$ cat src/sv/mrqg_pkg.sv
// Shared types and constants for the mouse report quadrature generator.
package mrqg_pkg;

  // Request kinds carried in req_type
  localparam logic ReqLoad = 1'b0;
  localparam logic ReqTick = 1'b1;

  // Status byte bit positions
  localparam int unsigned StLeftBit  = 0;
  localparam int unsigned StRightBit = 1;
  localparam int unsigned StXSignBit = 4;
  localparam int unsigned StYSignBit = 5;

  // Quadrature line bit positions
  localparam int unsigned QlHPulse = 0;
  localparam int unsigned QlHQuad  = 1;
  localparam int unsigned QlVPulse = 2;
  localparam int unsigned QlVQuad  = 3;

  // Direction bit positions
  localparam int unsigned DirYNeg = 0;
  localparam int unsigned DirXNeg = 1;

  localparam logic [15:0] PhaseTicksRst = 16'd10;

  typedef struct packed {
    logic       req_type;
    logic [7:0] status_byte;
    logic [7:0] x_byte;
    logic [7:0] y_byte;
  } mrqg_req_t;

  typedef struct packed {
    logic left_button_n;
    logic right_button_n;
    logic h_pulse;
    logic h_quad;
    logic v_pulse;
    logic v_quad;
    logic busy_res;
    logic report_dropped;
  } mrqg_res_t;

  typedef struct packed {
    logic [1:0]  button_lines;
    logic [3:0]  quad_lines;
    logic [7:0]  vert_steps_left;
    logic [7:0]  horiz_steps_left;
    logic [1:0]  direction_bits;
    logic [1:0]  phase_index;
    logic [15:0] dwell_count;
  } mrqg_state_t;

  localparam mrqg_state_t StateRst = '{
    button_lines:     2'b11,
    quad_lines:       4'b0000,
    vert_steps_left:  8'd0,
    horiz_steps_left: 8'd0,
    direction_bits:   2'b00,
    phase_index:      2'd0,
    dwell_count:      16'd0
  };

endpackage

$ cat src/sv/mrqg_step.sv
// Next-state and result logic for one request of the quadrature generator.
module mrqg_step (
  input  mrqg_pkg::mrqg_req_t   req_i,
  input  mrqg_pkg::mrqg_state_t state_i,
  input  logic [15:0]           phase_ticks_i,
  output mrqg_pkg::mrqg_state_t state_o,
  output mrqg_pkg::mrqg_res_t   res_o
);

  logic        busy;
  logic        vert;
  logic        neg;
  logic        first_is_pulse;
  logic [1:0]  pulse_bit;
  logic [1:0]  quad_bit;
  logic [1:0]  first_bit;
  logic [1:0]  second_bit;
  logic [15:0] dwell_inc;
  logic        phase_end;
  logic        dropped;
  logic        y_neg;
  logic        x_neg;
  mrqg_pkg::mrqg_state_t nxt;

  assign busy = (state_i.vert_steps_left != 8'd0) || (state_i.horiz_steps_left != 8'd0);

  // Which lines move in this step and in which order
  assign vert      = state_i.vert_steps_left != 8'd0;
  assign neg       = vert ? state_i.direction_bits[mrqg_pkg::DirYNeg]
                          : state_i.direction_bits[mrqg_pkg::DirXNeg];
  assign first_is_pulse = vert ? neg : !neg;
  assign pulse_bit  = vert ? 2'(mrqg_pkg::QlVPulse) : 2'(mrqg_pkg::QlHPulse);
  assign quad_bit   = vert ? 2'(mrqg_pkg::QlVQuad)  : 2'(mrqg_pkg::QlHQuad);
  assign first_bit  = first_is_pulse ? pulse_bit : quad_bit;
  assign second_bit = first_is_pulse ? quad_bit  : pulse_bit;

  // Dwell counter; a zero setting ends every phase after one tick
  assign dwell_inc = state_i.dwell_count + 16'd1;
  assign phase_end = (dwell_inc == 16'd0) || (dwell_inc >= phase_ticks_i);

  // Report fields, negative counts negated modulo 256
  assign y_neg = req_i.status_byte[mrqg_pkg::StYSignBit];
  assign x_neg = req_i.status_byte[mrqg_pkg::StXSignBit];

  always_comb begin
    nxt     = state_i;
    dropped = 1'b0;
    if (req_i.req_type == mrqg_pkg::ReqLoad) begin
      if (busy) begin
        dropped = 1'b1;
      end else begin
        nxt.button_lines = {!req_i.status_byte[mrqg_pkg::StRightBit],
                            !req_i.status_byte[mrqg_pkg::StLeftBit]};
        nxt.vert_steps_left  = y_neg ? (8'd0 - req_i.y_byte) : req_i.y_byte;
        nxt.horiz_steps_left = x_neg ? (8'd0 - req_i.x_byte) : req_i.x_byte;
        nxt.direction_bits   = {x_neg, y_neg};
        nxt.phase_index      = 2'd0;
        nxt.dwell_count      = 16'd0;
      end
    end else if (busy) begin
      // Line change on the first tick of a phase
      if (state_i.dwell_count == 16'd0) begin
        case (state_i.phase_index)
          2'd0:    nxt.quad_lines[first_bit]  = 1'b1;
          2'd1:    nxt.quad_lines[second_bit] = 1'b1;
          2'd2:    nxt.quad_lines[first_bit]  = 1'b0;
          default: nxt.quad_lines[second_bit] = 1'b0;
        endcase
      end
      if (phase_end) begin
        nxt.dwell_count = 16'd0;
        nxt.phase_index = state_i.phase_index + 2'd1;
        // Last phase of a step retires it from the current axis
        if (state_i.phase_index == 2'd3) begin
          if (vert) begin
            nxt.vert_steps_left = state_i.vert_steps_left - 8'd1;
          end else begin
            nxt.horiz_steps_left = state_i.horiz_steps_left - 8'd1;
          end
        end
      end else begin
        nxt.dwell_count = dwell_inc;
      end
    end
  end

  assign state_o = nxt;

  // Result shows the state after this request
  assign res_o.left_button_n  = nxt.button_lines[0];
  assign res_o.right_button_n = nxt.button_lines[1];
  assign res_o.h_pulse        = nxt.quad_lines[mrqg_pkg::QlHPulse];
  assign res_o.h_quad         = nxt.quad_lines[mrqg_pkg::QlHQuad];
  assign res_o.v_pulse        = nxt.quad_lines[mrqg_pkg::QlVPulse];
  assign res_o.v_quad         = nxt.quad_lines[mrqg_pkg::QlVQuad];
  assign res_o.busy_res       = (nxt.vert_steps_left != 8'd0) ||
                                (nxt.horiz_steps_left != 8'd0);
  assign res_o.report_dropped = dropped;

endmodule

$ cat src/sv/mouse_report_quadrature_generator.sv
// Top level of the mouse report quadrature generator.
// Takes one request per cycle while results are taken, either a PS/2 movement report or a
// time tick, and returns one result per request with the button, quadrature, busy and
// dropped-report levels as they stand after that request. Requests pass through an input
// register and then the state update into a result register; a request waits in the input
// register while the result register holds an untaken result. One request per cycle is
// sustained as long as results are taken, set by the combinational state update between
// the two registers. The phase_ticks register is written through the configuration
// channel, which is always ready.
module mouse_report_quadrature_generator (
  input  logic                clk_i,
  input  logic                rst_ni,
  input  logic                in_valid_i,
  output logic                in_ready_o,
  input  mrqg_pkg::mrqg_req_t in_req_i,
  output logic                out_valid_o,
  input  logic                out_ready_i,
  output mrqg_pkg::mrqg_res_t out_res_o,
  input  logic                cfg_valid_i,
  output logic                cfg_ready_o,
  input  logic [15:0]         cfg_data_i
);

  logic                  req_valid_q;
  mrqg_pkg::mrqg_req_t   req_q;
  logic                  out_valid_q;
  mrqg_pkg::mrqg_res_t   res_q;
  mrqg_pkg::mrqg_res_t   res_d;
  mrqg_pkg::mrqg_state_t state_q;
  mrqg_pkg::mrqg_state_t state_d;
  logic [15:0]           phase_ticks_q;
  logic                  advance;

  // A held request moves on when the result slot is free or being emptied
  assign advance     = req_valid_q && (!out_valid_q || out_ready_i);
  assign in_ready_o  = !req_valid_q || advance;
  assign cfg_ready_o = 1'b1;

  // Input register
  always_ff @(posedge clk_i or negedge rst_ni) begin
    if (!rst_ni) begin
      req_valid_q <= 1'b0;
    end else if (in_ready_o) begin
      req_valid_q <= in_valid_i;
    end
  end

  always_ff @(posedge clk_i) begin
    if (in_valid_i && in_ready_o) begin
      req_q <= in_req_i;
    end
  end

  // Configuration register
  always_ff @(posedge clk_i or negedge rst_ni) begin
    if (!rst_ni) begin
      phase_ticks_q <= mrqg_pkg::PhaseTicksRst;
    end else if (cfg_valid_i) begin
      phase_ticks_q <= cfg_data_i;
    end
  end

  mrqg_step u_step (
    .req_i         (req_q),
    .state_i       (state_q),
    .phase_ticks_i (phase_ticks_q),
    .state_o       (state_d),
    .res_o         (res_d)
  );

  // Generator state
  always_ff @(posedge clk_i or negedge rst_ni) begin
    if (!rst_ni) begin
      state_q <= mrqg_pkg::StateRst;
    end else if (advance) begin
      state_q <= state_d;
    end
  end

  // Result register
  always_ff @(posedge clk_i or negedge rst_ni) begin
    if (!rst_ni) begin
      out_valid_q <= 1'b0;
    end else if (advance) begin
      out_valid_q <= 1'b1;
    end else if (out_ready_i) begin
      out_valid_q <= 1'b0;
    end
  end

  always_ff @(posedge clk_i) begin
    if (advance) begin
      res_q <= res_d;
    end
  end

  assign out_valid_o = out_valid_q;
  assign out_res_o   = res_q;

  // A dropped report can only come while steps are pending
  assert property (@(posedge clk_i) disable iff (!rst_ni)
    out_valid_q && res_q.report_dropped |-> res_q.busy_res)
    else $error("dropped report flagged while idle");

  // Idle generator sits at phase 0 with all quadrature lines low
  assert property (@(posedge clk_i) disable iff (!rst_ni)
    (state_q.vert_steps_left == 8'd0) && (state_q.horiz_steps_left == 8'd0)
    |-> (state_q.phase_index == 2'd0) && (state_q.dwell_count == 16'd0) &&
        (state_q.quad_lines == 4'b0000))
    else $error("idle generator left with phase or lines active");

  // State only moves when a request is processed
  assert property (@(posedge clk_i) disable iff (!rst_ni)
    !advance |=> $stable(state_q))
    else $error("generator state changed without a request");

  // A held request is not lost while the result slot is stalled
  assert property (@(posedge clk_i) disable iff (!rst_ni)
    req_valid_q && !advance |=> req_valid_q && $stable(req_q))
    else $error("held request lost during stall");

endmodule
$ cat config.mk
export PLATFORM = sky130hd
export DESIGN_NAME = mouse_report_quadrature_generator
export DESIGN_NICKNAME = d
export VERILOG_FILES = /design/src/sv/mrqg_pkg.sv /design/src/sv/mrqg_step.sv /design/src/sv/mouse_report_quadrature_generator.sv
export SDC_FILE = /design/constraint.sdc
export NUM_CORES = 1
export LEC_CHECK = 0
export BUFFER_PORTS_ARGS = -buffer_cell sky130_fd_sc_hd__buf_2
export CORE_UTILIZATION = 29
export CTS_CLUSTER_DIAMETER = 200
export DETAILED_ROUTE_END_ITERATION = 16
export PLACE_DENSITY = 0.42
export SYNTH_ARGS = -nofsm -noshare
export SYNTH_HDL_FRONTEND = slang
export SYNTH_SLANG_ARGS = --single-unit
$ cat constraint.sdc
create_clock -name clk_i -period 5.5 [get_ports clk_i]
set_clock_uncertainty 0.15 [all_clocks]
set_input_delay 1.65 -clock clk_i [delete_from_list [all_inputs] [get_ports clk_i]]
set_output_delay 1.65 -clock clk_i [all_outputs]
set_load 0.05 [all_outputs]
==> reports/summary.txt <==
Status: finished with violations
Failing checks: design-rule violations
FP Rows: 49
GP Congestion: 0.8160
Depth of the CTS H-tree: 3
1st-iter DRT viols: 275
Ports: 57
Worst path bufs/invs: 0
Antenna violations before repair: 0
Post-DP HPWL: 8929 um
Period utilization: 0.8410
Syn nets: 632
Register-to-Register Path Depth: 13
TritonCTS Buffers: 9
Share of cells above drive strength 1: 0.1736
Drt first pass iters: 13
Maximum clock path buffer count: 2
# nets final: 668
Placed insts: 812
Setup Buffers After CTS: 0
Layout Cells excl Fill: 828
Core Region: 18090 um2
P_leak: 2.610 nW
Worst ir drop on vdd: 152.9 uV
Simple-gate share of the synthesized area: 0.1909
Gr usage total: 0.1369
CTS resizes: 0
Vias: 4078
Most used DFF post-synth: dfrtp_1
GRT overflow: 0
Clk slew on worst S/H paths: 70 ps
Mapped cell area: 5381 um2
Post-synth EDFFs: 29
Clk sinks: 89
Max incr delay on CP: 590 ps
Antenna violation net count after detailed routing: 0
CP arrival: 4530 ps
Area growth, synth to finish: 13.51%
Cell family with most CP delay: simple AND/OR/NAND/NOR gates
Die area: 19100 um2
Crit start category: flop
Vias in the first global route: 4094
Crit path capture type: flop
Largest family of logic cells by synthesized area: simple AND/OR/NAND/NOR gates
Largest net degree at the start of global routing: 41
CP max-delay cell: nor4_1
Maxcap violations: 0
Slew Limit Fails: 0
Actual slew at the worst max-slew pin: 1003 ps
Die Ht: 138.2 um
Avg Vias per Cell: 4.925
Worst Hold Class: reg2reg
Crit path kind: reg2reg
Remaining DRCs: 3
Root buffer cell: clkbuf_16
Cell variety after synth: 72
Synth warnings: 0
ANT cells: 0
Starting density of the core: 0.2975
Tmin final: 4625 ps
Post-synthesis adder-cell area fraction: 0.06510
Slew HR: 0.3314
Final wirelength: 12260 um
WL per Instance: 14.80 um
Later-pin clock latency in the skew report: 350 ps
Critical Path, Cell by Cell: nand3_2 > nor2_1 > xor2_1 > ha_1 > and3_1 > a221o_1 > a211oi_1 > o21a_1 > and2_4 > mux2_2 > o2111ai_1 > nor4_1 > nand4_1
Setup crit start: state_q[0]
XOR/XNOR Fraction of Synth Area: 0.05859
RSZ-0062 raised after global routing: no
CTS tree: done
Start point of the worst hold path: state_q[36]
Post-synthesis cell count: 558
Multiplexer share of the synthesized area: 0.03046
Compound-cell area share of the yosys netlist: 0.1628
Min Hold Slack: 346.2 ps
Sequential area share after synthesis: 0.4418
Final hold violations: 0
Hold Path Depth: 2
CP required: 5410 ps
Fin Setup TNS: 0 ps
Critical Path Fanout Max: 19
Asr flop ratio synth: 0.6742
Buffers on Ports: 51
Yosys reg bits: 89
PwrDens: 292.1 nW/um2
Max Clk Rate: 216.2 MHz
Final setup viols: 0
Cts hold-fix bufs: 0
R2r startpoint: state_q[0]
Avg Inst Size Synth: 9.644 um2
First-pass GRT wire length: 20710 um
Die Wd: 138.2 um
Cell depth of the worst setup path: 13
-- cells by family after synthesis --
kind of cell             count (synthesis)
other                                    1
adder cells (fa/ha/maj)                 28
multiplexers                            15
XOR/XNOR                                36
AND/OR/NAND/NOR                        197
buffers and inverters                   64
flip-flops                              89
AO/OA/AOI/OAI                          128
-- report_power, final --
group	internal, mW	leakage (nW)	switching [mW]
clock	0.352	0.135	0.276
sequential	0.760	1.03	0.0666
combinational	0.134	1.45	0.197
total	1.25	2.61	0.539
-- final timing paths --
kind	slack [ps]	end
max in group asynchronous	2950	state_q[41]
max	870	out_res_o[1]
min	350	state_q[36]
min in group asynchronous	1320	phase_ticks_q[14]
max reg2reg	870	out_res_o[1]
min reg2reg	350	state_q[36]
-- routing by layer --
metal / routed length (um) / vias to the layer above / global-route usage
li1: - / 2068 / -
met1: 5744 / 1927 / 0.1727
met2: 5987 / 70 / 0.2350
met3: 367 / 13 / 0.02702
met4: 157 / 0 / 0.04435
met5: 0 / - / 0
-- worst register-to-register path: stages (launching register included) --
cell	delay [ps]
dfrtp_1	470
nand3_2	250
nor2_1	400
xor2_1	240
ha_1	280
and3_1	180
a221o_1	340
a211oi_1	230
o21a_1	360
and2_4	350
mux2_2	190
o2111ai_1	140
nor4_1	590
nand4_1	170
-- synth_stat cells, types with 3 or more instances --
library cell / number / share of area
xnor2_1: 19 / 0.031
o22ai_1: 3 / 0.0035
nor4_1: 4 / 0.0046
nor2b_1: 4 / 0.0046
o31a_1: 3 / 0.0049
clkbuf_1: 19 / 0.013
o2111ai_1: 3 / 0.0049
nand3_1: 15 / 0.014
o211ai_1: 5 / 0.0070
dfrtp_1: 56 / 0.26
nor2_1: 40 / 0.028
a21oi_1: 24 / 0.022
xor2_1: 17 / 0.028
o22a_1: 5 / 0.0081
a22o_1: 15 / 0.024
nand2b_1: 10 / 0.012
mux2_2: 11 / 0.023
and3_1: 4 / 0.0046
nor3_1: 9 / 0.0084
nand2_1: 73 / 0.051
o21a_1: 3 / 0.0042
a21o_1: 3 / 0.0042
nand3b_1: 3 / 0.0042
dfstp_2: 4 / 0.020
a31oi_1: 6 / 0.0070
mux2i_1: 4 / 0.0074
o31ai_1: 9 / 0.013
edfxtp_1: 29 / 0.16
inv_1: 33 / 0.023
o21ai_0: 32 / 0.030
or4_1: 4 / 0.0056
ha_1: 28 / 0.065
nand4_1: 7 / 0.0081
buf_2: 7 / 0.0065
-- cell usage in the layout (no fill, tap or decap), types with 5 or more instances in the layout --
cell type,count
o211ai_1,5
a31oi_1,6
edfxtp_1,29
nand2b_1,10
nand4_1,7
a21oi_1,24
inv_1,33
a22o_1,15
o22a_1,5
nor2_1,40
o31ai_1,9
dfrtp_1,56
xnor2_1,19
nor3_1,9
o21ai_0,32
ha_1,28
nand3_1,15
clkbuf_16,9
nand2_1,73
mux2_2,11
buf_2,51
xor2_1,17
-- registers in the layout, summed over array words and instances (netlist names) --
signal	cells
state_q	42
req_q	21
phase_ticks_q	16
out_res_o	8
out_valid_o	1
req_valid_q	1
-- per-stage QoR --
stage / instance area, um2 / setup slack (ps) / power (mW) / utilization
detailed placement: 5813 / 796.3 / 1.176 / 0.3214
CTS: 6108 / 781.8 / 1.816 / 0.3377
finish: 6108 / 874.5 / 1.785 / 0.3377
floorplan: 5381 / 1567 / 1.076 / -
global placement: 5813 / 768.9 / 1.168 / 0.3214
global route: 6108 / 649.7 / 1.897 / 0.3377
-- final cells by class --
| class | count | area (um2) |
|---|---|---|
| clock inverters | 7 | 70.07 |
| clock buffers | 9 | 225.2 |
| inverters | 34 | 127.6 |
| well taps | 229 | 286.5 |
| multi-input cells | 405 | 2736 |
| flip-flops and latches | 89 | 2377 |
| repair buffers | 55 | 285.3 |
| fillers | 1844 | 11980 |
(Power assumes the default switching activity.)
